`src/hdl/uer_pkg.sv`:
```
// Shared constants for the ultrasonic echo ranger: phase codes, status codes, register map.
package uer_pkg;

  localparam int unsigned FractionBitsDefault = 4;
  localparam int unsigned PulseWidth          = 16;
  localparam int unsigned DistWidth           = 15;
  localparam int unsigned DistDivisor         = 58;
  localparam int unsigned DistMax             = 32767;

  // Measurement phases
  localparam logic [2:0] PhIdle     = 3'd0;
  localparam logic [2:0] PhWaitLow  = 3'd1;
  localparam logic [2:0] PhSettle   = 3'd2;
  localparam logic [2:0] PhTrig     = 3'd3;
  localparam logic [2:0] PhWaitRise = 3'd4;
  localparam logic [2:0] PhMeasure  = 3'd5;

  // Result status codes
  localparam logic [1:0] StOk     = 2'd0;
  localparam logic [1:0] StNoEcho = 2'd1;
  localparam logic [1:0] StStuck  = 2'd2;
  localparam logic [1:0] StRange  = 2'd3;

  // Configuration register indexes
  localparam logic [2:0] RegTimeout  = 3'd0;
  localparam logic [2:0] RegMinPulse = 3'd1;
  localparam logic [2:0] RegMaxPulse = 3'd2;
  localparam logic [2:0] RegTrigW    = 3'd3;
  localparam logic [2:0] RegSettle   = 3'd4;

  // Register reset values
  localparam logic [15:0] TimeoutRst  = 16'd30000;
  localparam logic [15:0] MinPulseRst = 16'd116;
  localparam logic [15:0] MaxPulseRst = 16'd23200;
  localparam logic [7:0]  TrigWRst    = 8'd10;
  localparam logic [7:0]  SettleRst   = 8'd2;

endpackage

```
`src/hdl/uer_dist.sv`:
```
// Pulse length to distance: (pulse << FRACTION_BITS) / 58 by exact reciprocal, saturated.
module uer_dist #(
  parameter int unsigned FRACTION_BITS = uer_pkg::FractionBitsDefault
) (
  input  logic [uer_pkg::PulseWidth-1:0] pulse_i,
  output logic [uer_pkg::DistWidth-1:0]  dist_o
);

  localparam int unsigned XW = uer_pkg::PulseWidth + FRACTION_BITS;
  localparam int unsigned S  = XW + 6;
  localparam int unsigned QW = XW - 5;
  localparam int unsigned PW = 2 * XW + 1;
  // ceil(2^S / 58) gives an exact floor for every XW-bit dividend
  localparam logic [XW:0] RecipM =
    (XW + 1)'(((64'd1 << S) + 64'(uer_pkg::DistDivisor - 1)) / 64'(uer_pkg::DistDivisor));

  logic [XW-1:0] scaled;
  logic [PW-1:0] prod;
  logic [QW-1:0] quot;
  logic [31:0]   quot_ext;

  assign scaled   = XW'(pulse_i) << FRACTION_BITS;
  assign prod     = PW'(scaled) * PW'(RecipM);
  assign quot     = prod[S +: QW];
  assign quot_ext = 32'(quot);

  always_comb begin
    if (quot_ext > 32'(uer_pkg::DistMax)) begin
      dist_o = uer_pkg::DistWidth'(uer_pkg::DistMax);
    end else begin
      dist_o = quot_ext[uer_pkg::DistWidth-1:0];
    end
  end

endmodule

```
`src/hdl/ultrasonic_echo_ranger_core.sv`:
```
// Ultrasonic echo ranger top level: per-tick phase sequencer, pulse history and result register.
//
// One input transaction per microsecond tick carries the sampled echo level and
// a start request; each one yields exactly one result transaction with the
// trigger drive, busy, done, status and distance for that tick.
// Configuration: cfg channel writes register cfg_index_i (0 timeout, 1 min pulse,
// 2 max pulse, 3 trigger width, 4 settle) with cfg_data_i; always ready, only
// to be used while idle. Unknown indexes are dropped.
// The result of a tick is registered and presented in the cycle after its transaction.
// Throughput: one tick per cycle while out_ready_i is high; the sequencer step, median of three and the
// reciprocal multiply for distance all fit between the state and result regs.
// When the receiver stalls, the held result keeps out_valid_o high and
// in_ready_o follows out_ready_i, so a new tick is taken in the cycle the
// pending result leaves.
// Reset: phase idle, timer and history cleared, registers to their defaults,
// no result pending.
module ultrasonic_echo_ranger_core #(
  parameter int unsigned FRACTION_BITS = uer_pkg::FractionBitsDefault
) (
  input  logic        clk_i,
  input  logic        rst_ni,
  input  logic        cfg_valid_i,
  output logic        cfg_ready_o,
  input  logic [2:0]  cfg_index_i,
  input  logic [15:0] cfg_data_i,
  input  logic        in_valid_i,
  output logic        in_ready_o,
  input  logic        echo_level_i,
  input  logic        start_req_i,
  output logic        out_valid_o,
  input  logic        out_ready_i,
  output logic        trig_level_o,
  output logic        busy_res_o,
  output logic        done_res_o,
  output logic [1:0]  status_o,
  output logic [uer_pkg::DistWidth-1:0] distance_q4_o
);

  logic [15:0] timeout_q, min_pulse_q, max_pulse_q;
  logic [7:0]  trig_w_q, settle_q;

  logic [2:0]  phase_q, phase_d;
  logic [15:0] timer_q, timer_d;
  logic [15:0] hist_q [3];
  logic [15:0] hist_d [3];
  logic [1:0]  fill_q, fill_d;
  logic [1:0]  slot_q, slot_d;

  logic        out_valid_q;
  logic        trig_q, busy_q, done_q;
  logic [1:0]  status_q;
  logic [uer_pkg::DistWidth-1:0] dist_q;

  logic        trig_c, busy_c, done_c, ok_c;
  logic [1:0]  status_c;
  logic [15:0] chosen_c;
  logic [uer_pkg::DistWidth-1:0] dist_c;
  logic        accept;

  function automatic logic [15:0] mid3(input logic [15:0] a, input logic [15:0] b,
                                       input logic [15:0] c);
    logic [15:0] lo, hi, m;
    lo = (a > b) ? b : a;
    hi = (a > b) ? a : b;
    m  = (hi > c) ? c : hi;
    mid3 = (lo > m) ? lo : m;
  endfunction

  assign cfg_ready_o = 1'b1;
  assign in_ready_o  = !out_valid_q || out_ready_i;
  assign accept      = in_valid_i && in_ready_o;

  always_ff @(posedge clk_i or negedge rst_ni) begin
    if (!rst_ni) begin
      timeout_q   <= uer_pkg::TimeoutRst;
      min_pulse_q <= uer_pkg::MinPulseRst;
      max_pulse_q <= uer_pkg::MaxPulseRst;
      trig_w_q    <= uer_pkg::TrigWRst;
      settle_q    <= uer_pkg::SettleRst;
    end else if (cfg_valid_i) begin
      unique case (cfg_index_i)
        uer_pkg::RegTimeout:  timeout_q   <= cfg_data_i;
        uer_pkg::RegMinPulse: min_pulse_q <= cfg_data_i;
        uer_pkg::RegMaxPulse: max_pulse_q <= cfg_data_i;
        uer_pkg::RegTrigW:    trig_w_q    <= cfg_data_i[7:0];
        uer_pkg::RegSettle:   settle_q    <= cfg_data_i[7:0];
        default: ;
      endcase
    end
  end

  always_comb begin
    logic [1:0] slot;
    phase_d  = phase_q;
    timer_d  = timer_q;
    hist_d   = hist_q;
    fill_d   = fill_q;
    slot_d   = slot_q;
    trig_c   = 1'b0;
    busy_c   = 1'b1;
    done_c   = 1'b0;
    status_c = uer_pkg::StOk;
    ok_c     = 1'b0;
    chosen_c = timer_q;
    slot     = (slot_q > 2'd2) ? 2'd0 : slot_q;

    unique case (phase_q)
      uer_pkg::PhWaitLow: begin
        if (!echo_level_i) begin
          phase_d = (settle_q == 8'd0) ? uer_pkg::PhTrig : uer_pkg::PhSettle;
          timer_d = '0;
        end else if (timer_q >= timeout_q) begin
          done_c   = 1'b1;
          status_c = uer_pkg::StStuck;
        end else begin
          timer_d = timer_q + 16'd1;
        end
      end
      uer_pkg::PhSettle: begin
        timer_d = timer_q + 16'd1;
        if (timer_d >= 16'(settle_q)) begin
          phase_d = uer_pkg::PhTrig;
          timer_d = '0;
        end
      end
      uer_pkg::PhTrig: begin
        trig_c  = 1'b1;
        timer_d = timer_q + 16'd1;
        if (timer_d >= 16'(trig_w_q)) begin
          phase_d = uer_pkg::PhWaitRise;
          timer_d = '0;
        end
      end
      uer_pkg::PhWaitRise: begin
        if (echo_level_i) begin
          phase_d = uer_pkg::PhMeasure;
          timer_d = 16'd1;
        end else if (timer_q >= timeout_q) begin
          done_c   = 1'b1;
          status_c = uer_pkg::StNoEcho;
        end else begin
          timer_d = timer_q + 16'd1;
        end
      end
      uer_pkg::PhMeasure: begin
        if (echo_level_i) begin
          if (timer_q >= timeout_q) begin
            done_c   = 1'b1;
            status_c = uer_pkg::StStuck;
          end else begin
            timer_d = timer_q + 16'd1;
          end
        end else begin
          done_c = 1'b1;
          if (timer_q < min_pulse_q || timer_q > max_pulse_q) begin
            status_c = uer_pkg::StRange;
          end else begin
            ok_c         = 1'b1;
            hist_d[slot] = timer_q;
            slot_d       = (slot == 2'd2) ? 2'd0 : slot + 2'd1;
            fill_d       = (fill_q < 2'd3) ? fill_q + 2'd1 : fill_q;
            if (fill_d == 2'd3) begin
              chosen_c = mid3(hist_d[0], hist_d[1], hist_d[2]);
            end
          end
        end
      end
      default: begin
        phase_d = uer_pkg::PhIdle;
        timer_d = '0;
        if (start_req_i) begin
          phase_d = uer_pkg::PhWaitLow;
        end else begin
          busy_c = 1'b0;
        end
      end
    endcase

    if (done_c) begin
      busy_c  = 1'b0;
      phase_d = uer_pkg::PhIdle;
      timer_d = '0;
    end
  end

  uer_dist #(
    .FRACTION_BITS(FRACTION_BITS)
  ) u_dist (
    .pulse_i(chosen_c),
    .dist_o (dist_c)
  );

  always_ff @(posedge clk_i or negedge rst_ni) begin
    if (!rst_ni) begin
      phase_q <= uer_pkg::PhIdle;
      timer_q <= '0;
      hist_q  <= '{default: '0};
      fill_q  <= '0;
      slot_q  <= '0;
    end else if (accept) begin
      phase_q <= phase_d;
      timer_q <= timer_d;
      hist_q  <= hist_d;
      fill_q  <= fill_d;
      slot_q  <= slot_d;
    end
  end

  always_ff @(posedge clk_i or negedge rst_ni) begin
    if (!rst_ni) begin
      out_valid_q <= 1'b0;
    end else if (accept) begin
      out_valid_q <= 1'b1;
    end else if (out_ready_i) begin
      out_valid_q <= 1'b0;
    end
  end

  // result payload, loaded with each accepted tick
  always_ff @(posedge clk_i) begin
    if (accept) begin
      trig_q   <= trig_c;
      busy_q   <= busy_c;
      done_q   <= done_c;
      status_q <= status_c;
      dist_q   <= ok_c ? dist_c : '0;
    end
  end

  assign out_valid_o   = out_valid_q;
  assign trig_level_o  = trig_q;
  assign busy_res_o    = busy_q;
  assign done_res_o    = done_q;
  assign status_o      = status_q;
  assign distance_q4_o = dist_q;

endmodule

```
`config.mk`:
```
export PLATFORM = sky130hd
export DESIGN_NAME = ultrasonic_echo_ranger_core
export DESIGN_NICKNAME = d
export VERILOG_FILES = /design/src/hdl/uer_pkg.sv /design/src/hdl/uer_dist.sv /design/src/hdl/ultrasonic_echo_ranger_core.sv
export SDC_FILE = /design/constraint.sdc
export NUM_CORES = 1
export LEC_CHECK = 0
export BUFFER_PORTS_ARGS = -buffer_cell sky130_fd_sc_hd__buf_2
export CORE_MARGIN = 2
export CORE_UTILIZATION = 40
export CTS_CLUSTER_SIZE = 40
export DETAILED_ROUTE_END_ITERATION = 6
export HOLD_SLACK_MARGIN = 0.02
export SETUP_SLACK_MARGIN = 0.15
export SLEW_MARGIN = 20
export SYNTH_ARGS = -nofsm -noshare
export SYNTH_HDL_FRONTEND = slang
export SYNTH_SLANG_ARGS = --single-unit
```
`constraint.sdc`:
```
create_clock -name clk_i -period 14.3 [get_ports clk_i]
set_input_delay 2.145 -clock clk_i [delete_from_list [all_inputs] [get_ports clk_i]]
set_output_delay 2.145 -clock clk_i [all_outputs]
set_load 0.01 [all_outputs]
```
* Word level (Yosys, flattened, before mapping) *
Index checks and enable logic that the tools add are counted.

operators by class
  $add $sub $neg = 3
  magnitude comparators = 13
  bitwise gates (word level) = 3
  muxes and demuxes = 51
  multiply operators = 1
  reductions and logical operators = 17
  equality and inequality tests = 17

operators by type and width
  operator                                             count
  two-way mux 16 bit                                   16
  one-hot mux 16 bit (5 select lines)                  1
  > comparator 16 bit                                  4
  bitwise mux 48 bit                                   1
  multiplier 16 x 20 -> 36 bit, second input constant  1
  demux 16 bit (select 2 bit)                          1
  greater-or-equal comparator 16 x 8 -> 1 bit          2
  adder 16 x 1 -> 16 bit, second input constant        1
  greater-or-equal comparator 16 bit                   1
  less-than comparator 16 bit                          1
  two-way mux 1 bit                                    16
  > comparator 15 bit, second input constant           1
  two-way mux 15 bit                                   1
  two-way mux 3 bit                                    5
  != test 3 bit, second input constant                 5
  one-hot mux 3 bit (5 select lines)                   1
  two-way mux 2 bit                                    7
  equality test 3 x 2 -> 1 bit, second input constant  4
  AND reduction 2 bit                                  6
  equality test 3 bit, second input constant           3
  zero test 8 bit                                      1
  equality test 3 x 1 -> 1 bit, second input constant  2
  one-hot mux 2 bit (3 select lines)                   1
  AND reduction 6 bit                                  1
  17 further kinds                                     22

word-level totals
  output and inout bits = 23
  register bits = 156
  bits of input ports = 26
  logic and storage cells = 123

* Depth between registers and ports, before layout *
Gate-level depths: netlist of run 1.

  depth after elaboration = 21
  depth in mapped cells = 60
  mapped depth without buffers = 54

* Hierarchy *
Synthesis of run 1 repeated with hierarchy kept, for this count alone.

second synthesis, totals
  cell total of the unflattened synthesis = 1743
  area, all modules = 16148.0 um^2

modules (own cells, without submodules)
  module                       area an instance (um^2)  sequential area each (um^2)  times used  cells each
  ultrasonic_echo_ranger_core  10655.2                  4028.9                       1           1170
  uer_dist                     5492.8                   0.0                          1           573

* Worst setup path after synthesis of run 1 *
Ideal clock, no wire load.

  path kind = reg-to-reg
  start point = register slot_q[0]
  end point = register dist_q (netlist bit distance_q4_o[13]), data pin
  path slack = 0.456 ns
  clock period less this slack = 13.844 ns
  arrival = 13.583 ns
  stages on the path, launching flop included = 55
  cells stage by stage = dfrtp_1 inv_1 ha_1 buf_2 buf_2 buf_1 mux2i_1 inv_1 ha_1 and4_1 and3_1 a221oi_1 nand2_1 o21ai_2 buf_2 buf_2 a21oi_1 ha_1 [19 not listed] fa_1 fa_1 fa_1 inv_1 fa_1 inv_1 ha_1 nand2_1 o21ai_0 a41oi_1 nor3_1 nor2_1 or3_1 a2111o_1 a31oi_4 o211a_1 o21ai_0 nor3b_2

on the way
  word-level cells in the longest chain between the ends = 21
  elaborated cells on any way between the ends = 23
  those cells by class = mul: 1; order compare: 7; mux: 13; bitwise: 1; reduce/logical: 1

ends and longest elaborated chain
  item                                                                                                                   RTL line                            text
  from (decl)                                                                                                            ultrasonic_echo_ranger_core.sv:47   logic [1:0] slot_q, slot_d;
  from (signal assigned)                                                                                                 ultrasonic_echo_ranger_core.sv:205  slot_q <= slot_d;
  > comparator 2 bit                                                                                                     ultrasonic_echo_ranger_core.sv:105  slot = (slot_q > 2'd2) ? 2'd0 : slot_q;
  two-way mux 2 bit *                                                                                                    ultrasonic_echo_ranger_core.sv:105
  inverter 2 -> 3 bit (implied by the code) *                                                                            ultrasonic_echo_ranger_core.sv:159  hist_d[slot] = timer_q;
  greater-or-equal comparator 3 bit (implied by the code) / less-than comparator 3 x 1 -> 1 bit (equally long branches)  ultrasonic_echo_ranger_core.sv:159
  logical AND 1 bit (implied by the code)                                                                                ultrasonic_echo_ranger_core.sv:159
  two-way mux 16 bit (implied by the code)                                                                               ultrasonic_echo_ranger_core.sv:159
  demux 16 bit (select 2 bit) *                                                                                          ultrasonic_echo_ranger_core.sv:159
  bitwise mux 48 bit *                                                                                                   ultrasonic_echo_ranger_core.sv:159
  [5 not listed]                                                                                                         --
  two-way mux 16 bit *                                                                                                   ultrasonic_echo_ranger_core.sv:66   mid3 = (lo > m) ? lo : m;
  two-way mux 16 bit *                                                                                                   ultrasonic_echo_ranger_core.sv:162  if (fill_d == 2'd3) begin
  two-way mux 16 bit *                                                                                                   ultrasonic_echo_ranger_core.sv:155  if (timer_q < min_pulse_q || timer_q > max_pulse_q) begin
  two-way mux 16 bit *                                                                                                   ultrasonic_echo_ranger_core.sv:146  if (echo_level_i) begin
  two-way mux 16 bit *                                                                                                   ultrasonic_echo_ranger_core.sv:107  unique case (phase_q)
  multiplier 16 x 20 -> 36 bit *                                                                                         uer_dist.sv:23                      assign prod = PW'(scaled) * PW'(RecipM);
  > comparator 15 bit                                                                                                    uer_dist.sv:28                      if (quot_ext > 32'(uer_pkg::DistMax)) begin
  two-way mux 15 bit *                                                                                                   uer_dist.sv:28
  to (signal assigned)                                                                                                   ultrasonic_echo_ranger_core.sv:226  dist_q <= ok_c ? dist_c : '0;
  to (decl)                                                                                                              ultrasonic_echo_ranger_core.sv:52   logic [uer_pkg::DistWidth-1:0] dist_q;

Mark *: on every way between the ends. The rest lies on a longest branch, timed or not.
A chain may end at the register's enable or synchronous reset.

* Final worst setup path of run 1 *
Ends and elaborated chain as after synthesis.

==> metrics.txt, run 1 <==
endpoints failing setup 0; combinational family with the most area after synthesis adder cells; core box area 40600 µm²; # rows 74; Skew-Pair Late Insertion Delay 450 ps; met3 routed WL 1.72 mm; cells after synthesis 1791; Max rail drop VDD 270 µV; layout cells sized above 1 13.2%; number of hold buffers added after CTS 0; Final ANT Viol Nets 0; mux share of post-synthesis cell area 6.44%; Yosys top cell area share 19.3%; vias in the first global route 13200; Slew headroom 38.1%; final wirelength 44.7 mm; largest cells by area after synthesis ha_1, dfrtp_1, fa_1, inv_1, mux2i_1; Synth Flop Type dfrtp_1; First-pass DRT Iterations 5; Syn Nets 2180; Root Buffer clkbuf_16; max-slew violation count 0; most frequent cell after synthesis inv_1; minimum clock period 13500 ps; sequential element share of the synthesized area 24.6%; Clk pin slew, worst setup/hold paths 70 ps; H-Tree Level Count 4; number of flops mapped to enable cells by yosys 20; global placer's final weighted congestion 0.915; Synth Area in XOR/XNOR 1.12%; Layout Nets 2254; sum of net half-perimeters after detailed placement 35.6 mm; placed cells 2359; status finished clean; Worst EP arrival 13680 ps; fmax 74.1 MHz; port bufs 47; number of remaining DRC errors 0; Synthesis Warnings 0; Worst-Margin Slew 928 ps; power density cells 246 nW/µm²; cell area after synthesis 16400 µm²; routed vias 12900; Tot GR Track Use 21.9%; simple logic cell fraction of the synthesized area 11.2%; # diodes 0; Net Switching 2280 µW; Synth Area in Adders 32.8%; nature of the critical path endpoint flip-flop; area grow syn2layout 12.2%; Synth top cells by count inv_1, ha_1, nand2_1; final design utilization 45.3%; Seq pwr share 12.4%; crit path kind reg -> reg; Clock Skews 20.6 ps; Max Used Layer met4; post-synthesis compound-gate area fraction 15.3%; Max-Cap Viols 0; 1st-iter DRT viols 895; Die W 206 µm; CP max FO 22; antenna violations before repair 0; Max clock buf depth 2; Switching Fraction 50.4%; non-filler cells, final 2410; routed len/inst 18.5 µm; synth unique cells 87; Synth Area per Inst 9.16 µm²; internal power 2240 µW; CTS tree done; Crit-path slowest cell fa_1; final hold viol count 0; M1 WL 20.5 mm; asr flop ratio synth 87.2%; period utilization 94.4%; Worst Path Required 14480 ps; io pins 49; number of synthesized register bits 156; unrepaired setup endpoints after global routing false; DR WL met2 21.7 mm; die area 42600 µm²; Setup crit start kind flip-flop; die height 206 µm; Tightest Hold Check Type reg -> reg; Leak 0.00961 µW; Worst path max stage delay 610 ps; combinational share of power 77.4%; leading area contributor after synthesis ha_1; Clk pwr share 10.3%; Initial Util 40.3%; TritonCTS Sinks 156; global route overflow 0; number of vias per cell 5.35; first-pass GRT wire length 71.8 mm; largest net degree at the start of global routing 89; CTS Buf Count 17
-- area by class of cell --
class                           count  area (µm²)
Fill cell                        3884       22200
Clock inverter                     15         151
Multi-Input combinational cell   1271       11100
Clock buffer                       17         425
Tap cell                          532         666
Timing Repair Buffer              121         883
Sequential cell                   156        4030
Inverter                          298        1120
-- cells in the final DEF (no fill, tap or decap), types with 5 or more instances in the layout --
cell | Yosys | layout
clkbuf_16 | 0 | 19
a31oi_1 | 5 | 5
and4_1 | 7 | 7
and2_1 | 6 | 6
mux2_2 | 25 | 24
o21ai_0 | 97 | 95
mux2i_1 | 76 | 72
edfxtp_1 | 20 | 20
inv_1 | 296 | 296
or2_2 | 5 | 5
nor3b_1 | 10 | 9
nor2_1 | 124 | 121
nand3_1 | 22 | 22
a21o_1 | 46 | 46
nand2b_1 | 11 | 11
buf_2 | 12 | 47
a32o_1 | 6 | 6
nor2b_1 | 10 | 10
nand4_1 | 13 | 13
o211ai_1 | 11 | 11
ha_1 | 253 | 251
a21oi_1 | 125 | 123
and3_1 | 17 | 17
dfrtp_1 | 116 | 116
a211oi_1 | 13 | 12
buf_4 | 3 | 66
xor2_1 | 12 | 12
o21a_1 | 9 | 9
o31ai_1 | 11 | 9
nand2_1 | 133 | 133
nor3_1 | 22 | 22
dfstp_2 | 20 | 20
o21bai_1 | 5 | 5
xnor2_1 | 9 | 9
fa_1 | 110 | 109
-- power groups by stage --
stage	sequential, µW	clock [µW]	combinational, µW
2_1_floorplan	543	0	2400
3_3_place_gp	565	0	3110
3_5_place_dp	566	0	3170
4_1_cts	558	475	3220
5_1_grt	566	494	3980
6_report	559	464	3500
-- worst max-delay path, delay by kind of cell, from the launching register on --
family | cells | cell delay (ps)
and+or+nand+nor | 14 | 2880
buffers and inverters | 11 | 1250
AOI/OAI and AO/OA | 14 | 3380
muxes | 3 | 850
DFF | 1 | 390
adders and majority gates | 11 | 4460
-- final timing paths --
kind	startpoint	endpoint	slack [ps]	depth (start not counted)
worst max-delay path	slot_q[0]$_DFFE_PN0P_	distance_q4_o[13]$_SDFFCE_PN0P_	800	53
worst min-delay path	fill_q[1]$_DFFE_PN0P_	fill_q[1]$_DFFE_PN0P_	490	1
worst max register to register	slot_q[0]$_DFFE_PN0P_	distance_q4_o[13]$_SDFFCE_PN0P_	800	53
worst min register to register	fill_q[1]$_DFFE_PN0P_	fill_q[1]$_DFFE_PN0P_	490	1
max in group asynchronous	rst_ni	hist_q[21]$_DFFE_PN0P_	11230	2
min in group asynchronous	rst_ni	trig_w_q[2]$_DFFE_PN0P_	1700	1
-- cell families (layout without fill, tap and decap cells) --
logic type,after synthesis,in the layout
xor gates and xnor gates,21,21
buffers and inverters,365,451
other,1,1
and+or+nand+nor,395,395
AOI/OAI and AO/OA,387,388
muxes,102,102
DFF,156,156
adders and majority gates,364,364
-- repair_timing --
action / in CTS / in global routing
endpoints found under the hold margin: 0 / 0
setup endpoints to repair: 12 / 14
gates cloned: 0 / 3
pin swaps: 0 / 8
buffers inserted: 0 / 16
resized for setup: 2 / 22
-- layer usage --
| layer | up-vias | global-route usage [%] |
|---|---|---|
| met2 | 293 | 37.7 |
| met3 | 56 | 3.15 |
| li1 | 6268 | - |
| met1 | 6274 | 28.8 |
| met4 | 0 | 5.59 |
| met5 | - | 0 |
-- metrics by stage --
step	TNS, ps	setup slack (ps)	instance area [µm²]	total power, µW	hold slack [ps]
floorplan	0	456	16400	2950	442
global placement	0	65.3	17500	3680	460
detailed placement	-973	-151	17500	3730	476
CTS	0	160	18100	4250	491
global route	0	119	18400	5040	528
finish	0	803	18400	4520	490
-- state kept, by name, indices dropped and copies added, names as in the netlist, 2 cells and up --
signal,cells
timer_q,16
trig_w_q,8
min_pulse_q,16
hist_q,48
status_o,2
distance_q4_o,15
phase_q,3
fill_q,2
settle_q,8
timeout_q,16
max_pulse_q,16
slot_q,2
Note: power is estimated with default switching activity, not from simulation.
==> run 2, diff against run 1 <==
--- a/config.mk
+++ b/config.mk
@@ -6,6 +6,7 @@
 export NUM_CORES = 1
 export LEC_CHECK = 0
 export BUFFER_PORTS_ARGS = -buffer_cell sky130_fd_sc_hd__buf_2
+export CORE_ASPECT_RATIO = 1.2
 export CORE_MARGIN = 2
 export CORE_UTILIZATION = 40
 export CTS_CLUSTER_SIZE = 40
==> run 2 against run 1 <==
- via count is 1.8% lower
- critical endpoint unchanged
- setup slack better by 110 ps
- sequential cell count stayed put
==> metrics.txt, run 2 (synthesis gave the netlist of run 1 again) <==
H-Tree Level Count 4 (unchanged); worst-case hold slack 478 ps (-12.1 ps); routed len/inst 18.5 µm (-0.25%); crit path kind reg -> reg; die height 226 µm (+9.4%); nature of the critical path endpoint flip-flop; largest net degree at the start of global routing 84 (-5.6%); number of remaining DRC errors 0 (unchanged); Crit-path slowest cell or4_1; minimum clock period 13390 ps (-110 ps); Root Buffer clkbuf_16; combinational share of power 76.4% (-1.0 points); routed vias 12700 (-1.8%); area grow syn2layout 11.5%; Slew headroom 35.4% (-2.7 points); # rows 81 (+9.5%); Most flops, register hist_q; # diodes 0 (unchanged); sum of negative setup slack 0 ps (unchanged); Clk pwr share 10.6% (+0.3 points); First-pass DRT Iterations 5 (unchanged); Worst-Margin Slew 969 ps (+40.4 ps); Die W 189 µm (-8.5%); Switching Fraction 50.9% (+0.54 points); max-slew violation count 0 (unchanged); final hold viol count 0 (unchanged); max reg flops 48 (unchanged); sum of net half-perimeters after detailed placement 36.6 mm (+3.0%); most common cell after layout, fill and taps aside inv_1; core box area 40600 µm² (about the same); layout cells sized above 1 12.7% (-0.48 points); unrepaired setup endpoints after global routing false; Clk pin slew, worst setup/hold paths 70 ps (about the same); port bufs 47 (unchanged); Setup crit start kind flip-flop; vias in the first global route 13300 (+0.71%); Clock Skews 17.3 ps (-3.26 ps); Worst Path Required 14470 ps (about the same); Max clock buf depth 2 (unchanged); most frequent cells in the layout inv_1, ha_1, nand2_1, a21oi_1, nor2_1; antenna violations before repair 0 (unchanged); Tightest Hold Check Type reg -> reg; status finished clean; Skew-Pair Late Insertion Delay 450 ps (about the same); number of vias per cell 5.26 (-1.8%); CTS tree done; global route overflow 0 (unchanged); CP max FO 33 (+50%); Max rail drop VDD 267 µV (-1.1%); endpoints failing setup 0 (unchanged); Worst EP arrival 13550 ps (-130 ps); Seq pwr share 13.0% (+0.6 points); final wirelength 44.6 mm (-0.29%); first-pass GRT wire length 71.8 mm (about the same); period utilization 93.6% (-0.77 points); Max-Cap Viols 0 (unchanged); Layout Nets 2246 (-0.35%); Final ANT Viol Nets 0 (unchanged); io pins 49 (unchanged); fmax 74.7 MHz (+0.82%); 1st-iter DRT viols 782 (-13%); global placer's final weighted congestion 0.936 (+2.3%); power density cells 236 nW/µm² (-4.0%); TritonCTS Sinks 156 (unchanged); Worst path max stage delay 580 ps (-30 ps); CTS Buf Count 17 (unchanged); Net Switching 2190 µW (-3.6%); internal power 2120 µW (-5.7%); Tot GR Track Use 21.9% (-0.041 points); Initial Util 40.3% (about the same); die area 42600 µm² (about the same); Leak 0.00955 µW (-0.67%)
run 2: cell count changes in the layout (fill, tap and decap cells not counted), moves of 3 or more:
cell      change
clkbuf_8      +4
inv_8         -4
mux2i_2       +3
mux2i_1       -3
buf_4         -4
run 2: worst max-delay path, delay by kind of cell (launching register included):
family	cells	cell delay, ps
adders and majority gates	11	4730
AOI/OAI and AO/OA	15	3610
and+or+nand+nor	11	2300
buffers and inverters	11	1490
muxes	2	570
DFF	1	390
run 2: what timing repair did:
item / 4_1_cts / 5_1_grt
resized for setup: 0 / 21
endpoints found under the setup margin: 0 / 14
buffers inserted: 0 / 7
hold buffers: 0 / 0
run 2: area by class of cell:
cell class,instances,area [µm²]
fillers,3944,22400
multi-input cells,1270,11100
flip-flops and latches,156,4030
inverters,298,1120
repair buffers,114,783
well taps,539,674
clock buffers,21,480
clock inverters,11,108
run 2: per-stage QoR:
step / util (%) / area, µm² / worst slack (ps) / power, µW / cells
floorplan: - / 16400 / 456 / 2950 / 1791
global placement: 43.1 / 17500 / 611 / 3740 / 2370
detailed placement: 43.1 / 17500 / 428 / 3790 / 2370
CTS: 44.6 / 18100 / 385 / 4290 / 2402
global route: 45.0 / 18300 / 123 / 4810 / 2409
finish: 45.0 / 18300 / 913 / 4310 / 2409
run 2: routing by layer:
layer / wire, µm / share of wire [%] / GRT usage (%)
met1: 18400 / 41 / 25.4
met4: 1200 / 2.7 / 7.36
met3: 1130 / 2.5 / 2.32
met2: 23800 / 53 / 41.6
met5: 0 / 0 / 0
run 2: power groups by stage:
stage	Combinational [µW]	Sequential (µW)	Clock, µW
2_1_floorplan	2400	543	0
3_3_place_gp	3180	565	0
3_5_place_dp	3230	566	0
4_1_cts	3270	559	466
5_1_grt	3760	563	484
6_report	3300	559	458
run 2: final timing paths:
path | start | endpoint | slack, ps | cells past startpoint
max in group asynchronous | rst_ni | timer_q[12]$_DFFE_PN0P_ | 11220 | 2
max reg2reg | slot_q[0]$_DFFE_PN0P_ | distance_q4_o[13]$_SDFFCE_PN0P_ | 910 | 50
max | slot_q[0]$_DFFE_PN0P_ | distance_q4_o[13]$_SDFFCE_PN0P_ | 910 | 50
min in group asynchronous | rst_ni | max_pulse_q[4]$_DFFE_PN0P_ | 1680 | 1
min | fill_q[1]$_DFFE_PN0P_ | fill_q[1]$_DFFE_PN0P_ | 480 | 1
min reg2reg | fill_q[1]$_DFFE_PN0P_ | fill_q[1]$_DFFE_PN0P_ | 480 | 1
==> run 3, diff against run 2 <==
--- a/config.mk
+++ b/config.mk
@@ -5,10 +5,11 @@
 export SDC_FILE = /design/constraint.sdc
 export NUM_CORES = 1
 export LEC_CHECK = 0
-export BUFFER_PORTS_ARGS = -buffer_cell sky130_fd_sc_hd__buf_2
+export BUFFER_PORTS_ARGS = -buffer_cell sky130_fd_sc_hd__buf_4
 export CORE_ASPECT_RATIO = 1.2
 export CORE_MARGIN = 2
 export CORE_UTILIZATION = 40
+export CTS_BUF_LIST = sky130_fd_sc_hd__clkbuf_8
 export CTS_CLUSTER_SIZE = 40
 export DETAILED_ROUTE_END_ITERATION = 6
 export HOLD_SLACK_MARGIN = 0.02
==> constraint.sdc (replaced) <==
create_clock -name clk_i -period 15.8 [get_ports clk_i]
set_input_delay 2.37 -clock clk_i [delete_from_list [all_inputs] [get_ports clk_i]]
set_output_delay 2.37 -clock clk_i [all_outputs]
set_load 0.01 [all_outputs]
==> run 3 against run 2 <==
- die area unchanged
- sequential cell count unchanged
- sequential power decreased by 12%
- core utilization decreased by 1.2 points
- non-clock buffer count decreased by 36
- setup slack improved by 310 ps
- cell count decreased by 1.5%
- sequential share of layout area increased by 0.59 points
- critical path type unchanged
==> metrics.txt, run 3 (synthesis gave the netlist of run 1 again) <==
CTS Buf Count 17 (unchanged); worst-case hold slack 500 ps (+22.6 ps); port bufs 47 (unchanged); nature of the critical path endpoint flip-flop; Final ANT Viol Nets 0 (unchanged); Worst EP arrival 14810 ps (+1260 ps); Tightest Hold Check Type reg -> reg; max-slew violation count 0 (unchanged); met1 usage 25.2% (-0.20 points); minimum clock period 14580 ps (+1190 ps); period utilization 92.3% (-1.4 points); TritonCTS Sinks 156 (unchanged); GR peak layer met2; core box area 40600 µm² (unchanged); first-pass GRT wire length 71.7 mm (about the same); sum of net half-perimeters after detailed placement 34.9 mm (-4.6%); Filler cells 3964 (+0.51%); Worst Path Required 16030 ps (+1560 ps); die height 226 µm (unchanged); CP top delay family compound AO/OA/AOI/OAI gates; Die W 189 µm (unchanged); Buf+Inv Stages, Crit Path 10 (-1); final hold viol count 0 (unchanged); Worst-Margin Slew 945 ps (-23.1 ps); routed len/inst 18.3 µm (-0.91%); vias in the first global route 13400 (+0.78%); Root Buffer clkbuf_8; global placer's final weighted congestion 0.955 (+2.0%); area grow syn2layout 8.58%; met3 usage 2.49% (+0.17 points); die area 42600 µm² (unchanged); Worst path max stage delay 750 ps (+170 ps); status finished clean; CP max FO 20 (-39%); Leak 0.00934 µW (-2.2%); layout cells sized above 1 10.3% (-2.4 points); Tot GR Track Use 21.6% (-0.31 points); Max clock buf depth 2 (unchanged); Max rail drop VDD 293 µV (+9.4%); number of hold buffers added after CTS 0 (unchanged); Most flops, register hist_q; Max-Cap Viols 0 (unchanged); endpoints failing setup 0 (unchanged); Crit-path slowest cell ha_1; sum of negative setup slack 0 ps (unchanged); fmax 68.6 MHz (-8.2%); number of setup buffers added after CTS 0 (unchanged); Clock Skews 22.7 ps (+5.38 ps); Initial Util 40.3% (unchanged); CTS tree done; largest net degree at the start of global routing 98 (+17%); First-pass DRT Iterations 7 (+2); power density cells 213 nW/µm² (-9.7%); unrepaired setup endpoints after global routing false; crit path kind reg -> reg; final design utilization 43.8% (-1.2 points); Clk pin slew, worst setup/hold paths 100 ps (+30 ps); PostCTS Resize Cnt 0 (unchanged); Area after DPL 17400 µm² (-0.66%); number of remaining DRC errors 0 (unchanged); Layout Nets 2210 (-1.6%); antenna violations before repair 1 (+1); met2 GRT Util 39.9% (-1.6 points); io pins 49 (unchanged); # rows 81 (unchanged); H-Tree Level Count 4 (unchanged); routed vias 12500 (-0.92%); max reg flops 48 (unchanged); number of vias per cell 5.28 (+0.54%); global route overflow 0 (unchanged); 1st-iter DRT viols 713 (-8.8%); Skew-Pair Late Insertion Delay 510 ps (+60 ps); Slew headroom 37.0% (+1.5 points); Final Cell Area 17800 µm² (-2.6%); most common cell after layout, fill and taps aside inv_1; final wirelength 43.5 mm (-2.3%); Setup crit start kind flip-flop; most frequent cells in the layout inv_1, ha_1, nand2_1, a21oi_1, nor2_1
-- run 3: changes by cell type in the layout (fill, tap and decap cells not counted), sizes merged --
cell      change
clkinvlp      +2
diode         +1
clkinv        -4
clkbuf        -5
buf          -35
inv           +6
-- run 3: worst reg2reg max path, delay by kind of cell (launching register included) --
kind                       cells  cell delay [ps]
muxes                          2              580
and+or+nand+nor               11             1930
adders and majority gates     11             4830
buffers and inverters         10             1720
DFF                            1              370
AOI/OAI and AO/OA             21             4870
-- run 3: final cells by class --
type                            count  area (µm²)  share of cell area (%)
Antenna cell                        1        2.50                  0.0141
Clock buffer                       17         234                    1.31
Clock inverter                     15         154                   0.864
Inverter                          298        1120                    6.28
Multi-Input combinational cell   1270       11000                    61.8
Sequential cell                   156        4030                    22.6
Tap cell                          539         674                    3.79
Timing Repair Buffer               78         589                    3.31
-- run 3: path summary, 6_finish.rpt --
kind / startpoint / endpoint / slack, ps / depth (start not counted)
worst max-delay path: slot_q[0]$_DFFE_PN0P_ / distance_q4_o[9]$_SDFFCE_PN0P_ / 1220 / 55
worst min-delay path: fill_q[1]$_DFFE_PN0P_ / fill_q[1]$_DFFE_PN0P_ / 500 / 1
worst max register to register: slot_q[0]$_DFFE_PN0P_ / distance_q4_o[9]$_SDFFCE_PN0P_ / 1220 / 55
worst min register to register: fill_q[1]$_DFFE_PN0P_ / fill_q[1]$_DFFE_PN0P_ / 500 / 1
max in group asynchronous: rst_ni / timer_q[12]$_DFFE_PN0P_ / 12590 / 2
min in group asynchronous: rst_ni / timeout_q[3]$_DFFE_PN0P_ / 1920 / 1
-- run 3: layer usage --
layer  part of all wire [%]  vias to the layer above
met4                    3.5                        0
met2                     52                      235
met1                     42                     6074
li1                       -                     6158
met5                      0                        -
met3                    2.6                       76
-- run 3: stage by stage --
stage          setup WS [ps]  instances  total power, µW
5_1_grt                  214       2374             4230
3_3_place_gp            1200       2341             3430
4_1_cts                 1250       2373             3820
2_1_floorplan           1960       1791             2670
3_5_place_dp            1330       2341             3470
6_report                1220       2374             3790
-- run 3: report_power, final --
group          internal (µW)  switching [µW]
clock network            130             185
logic                   1170            1810
registers                462            31.9
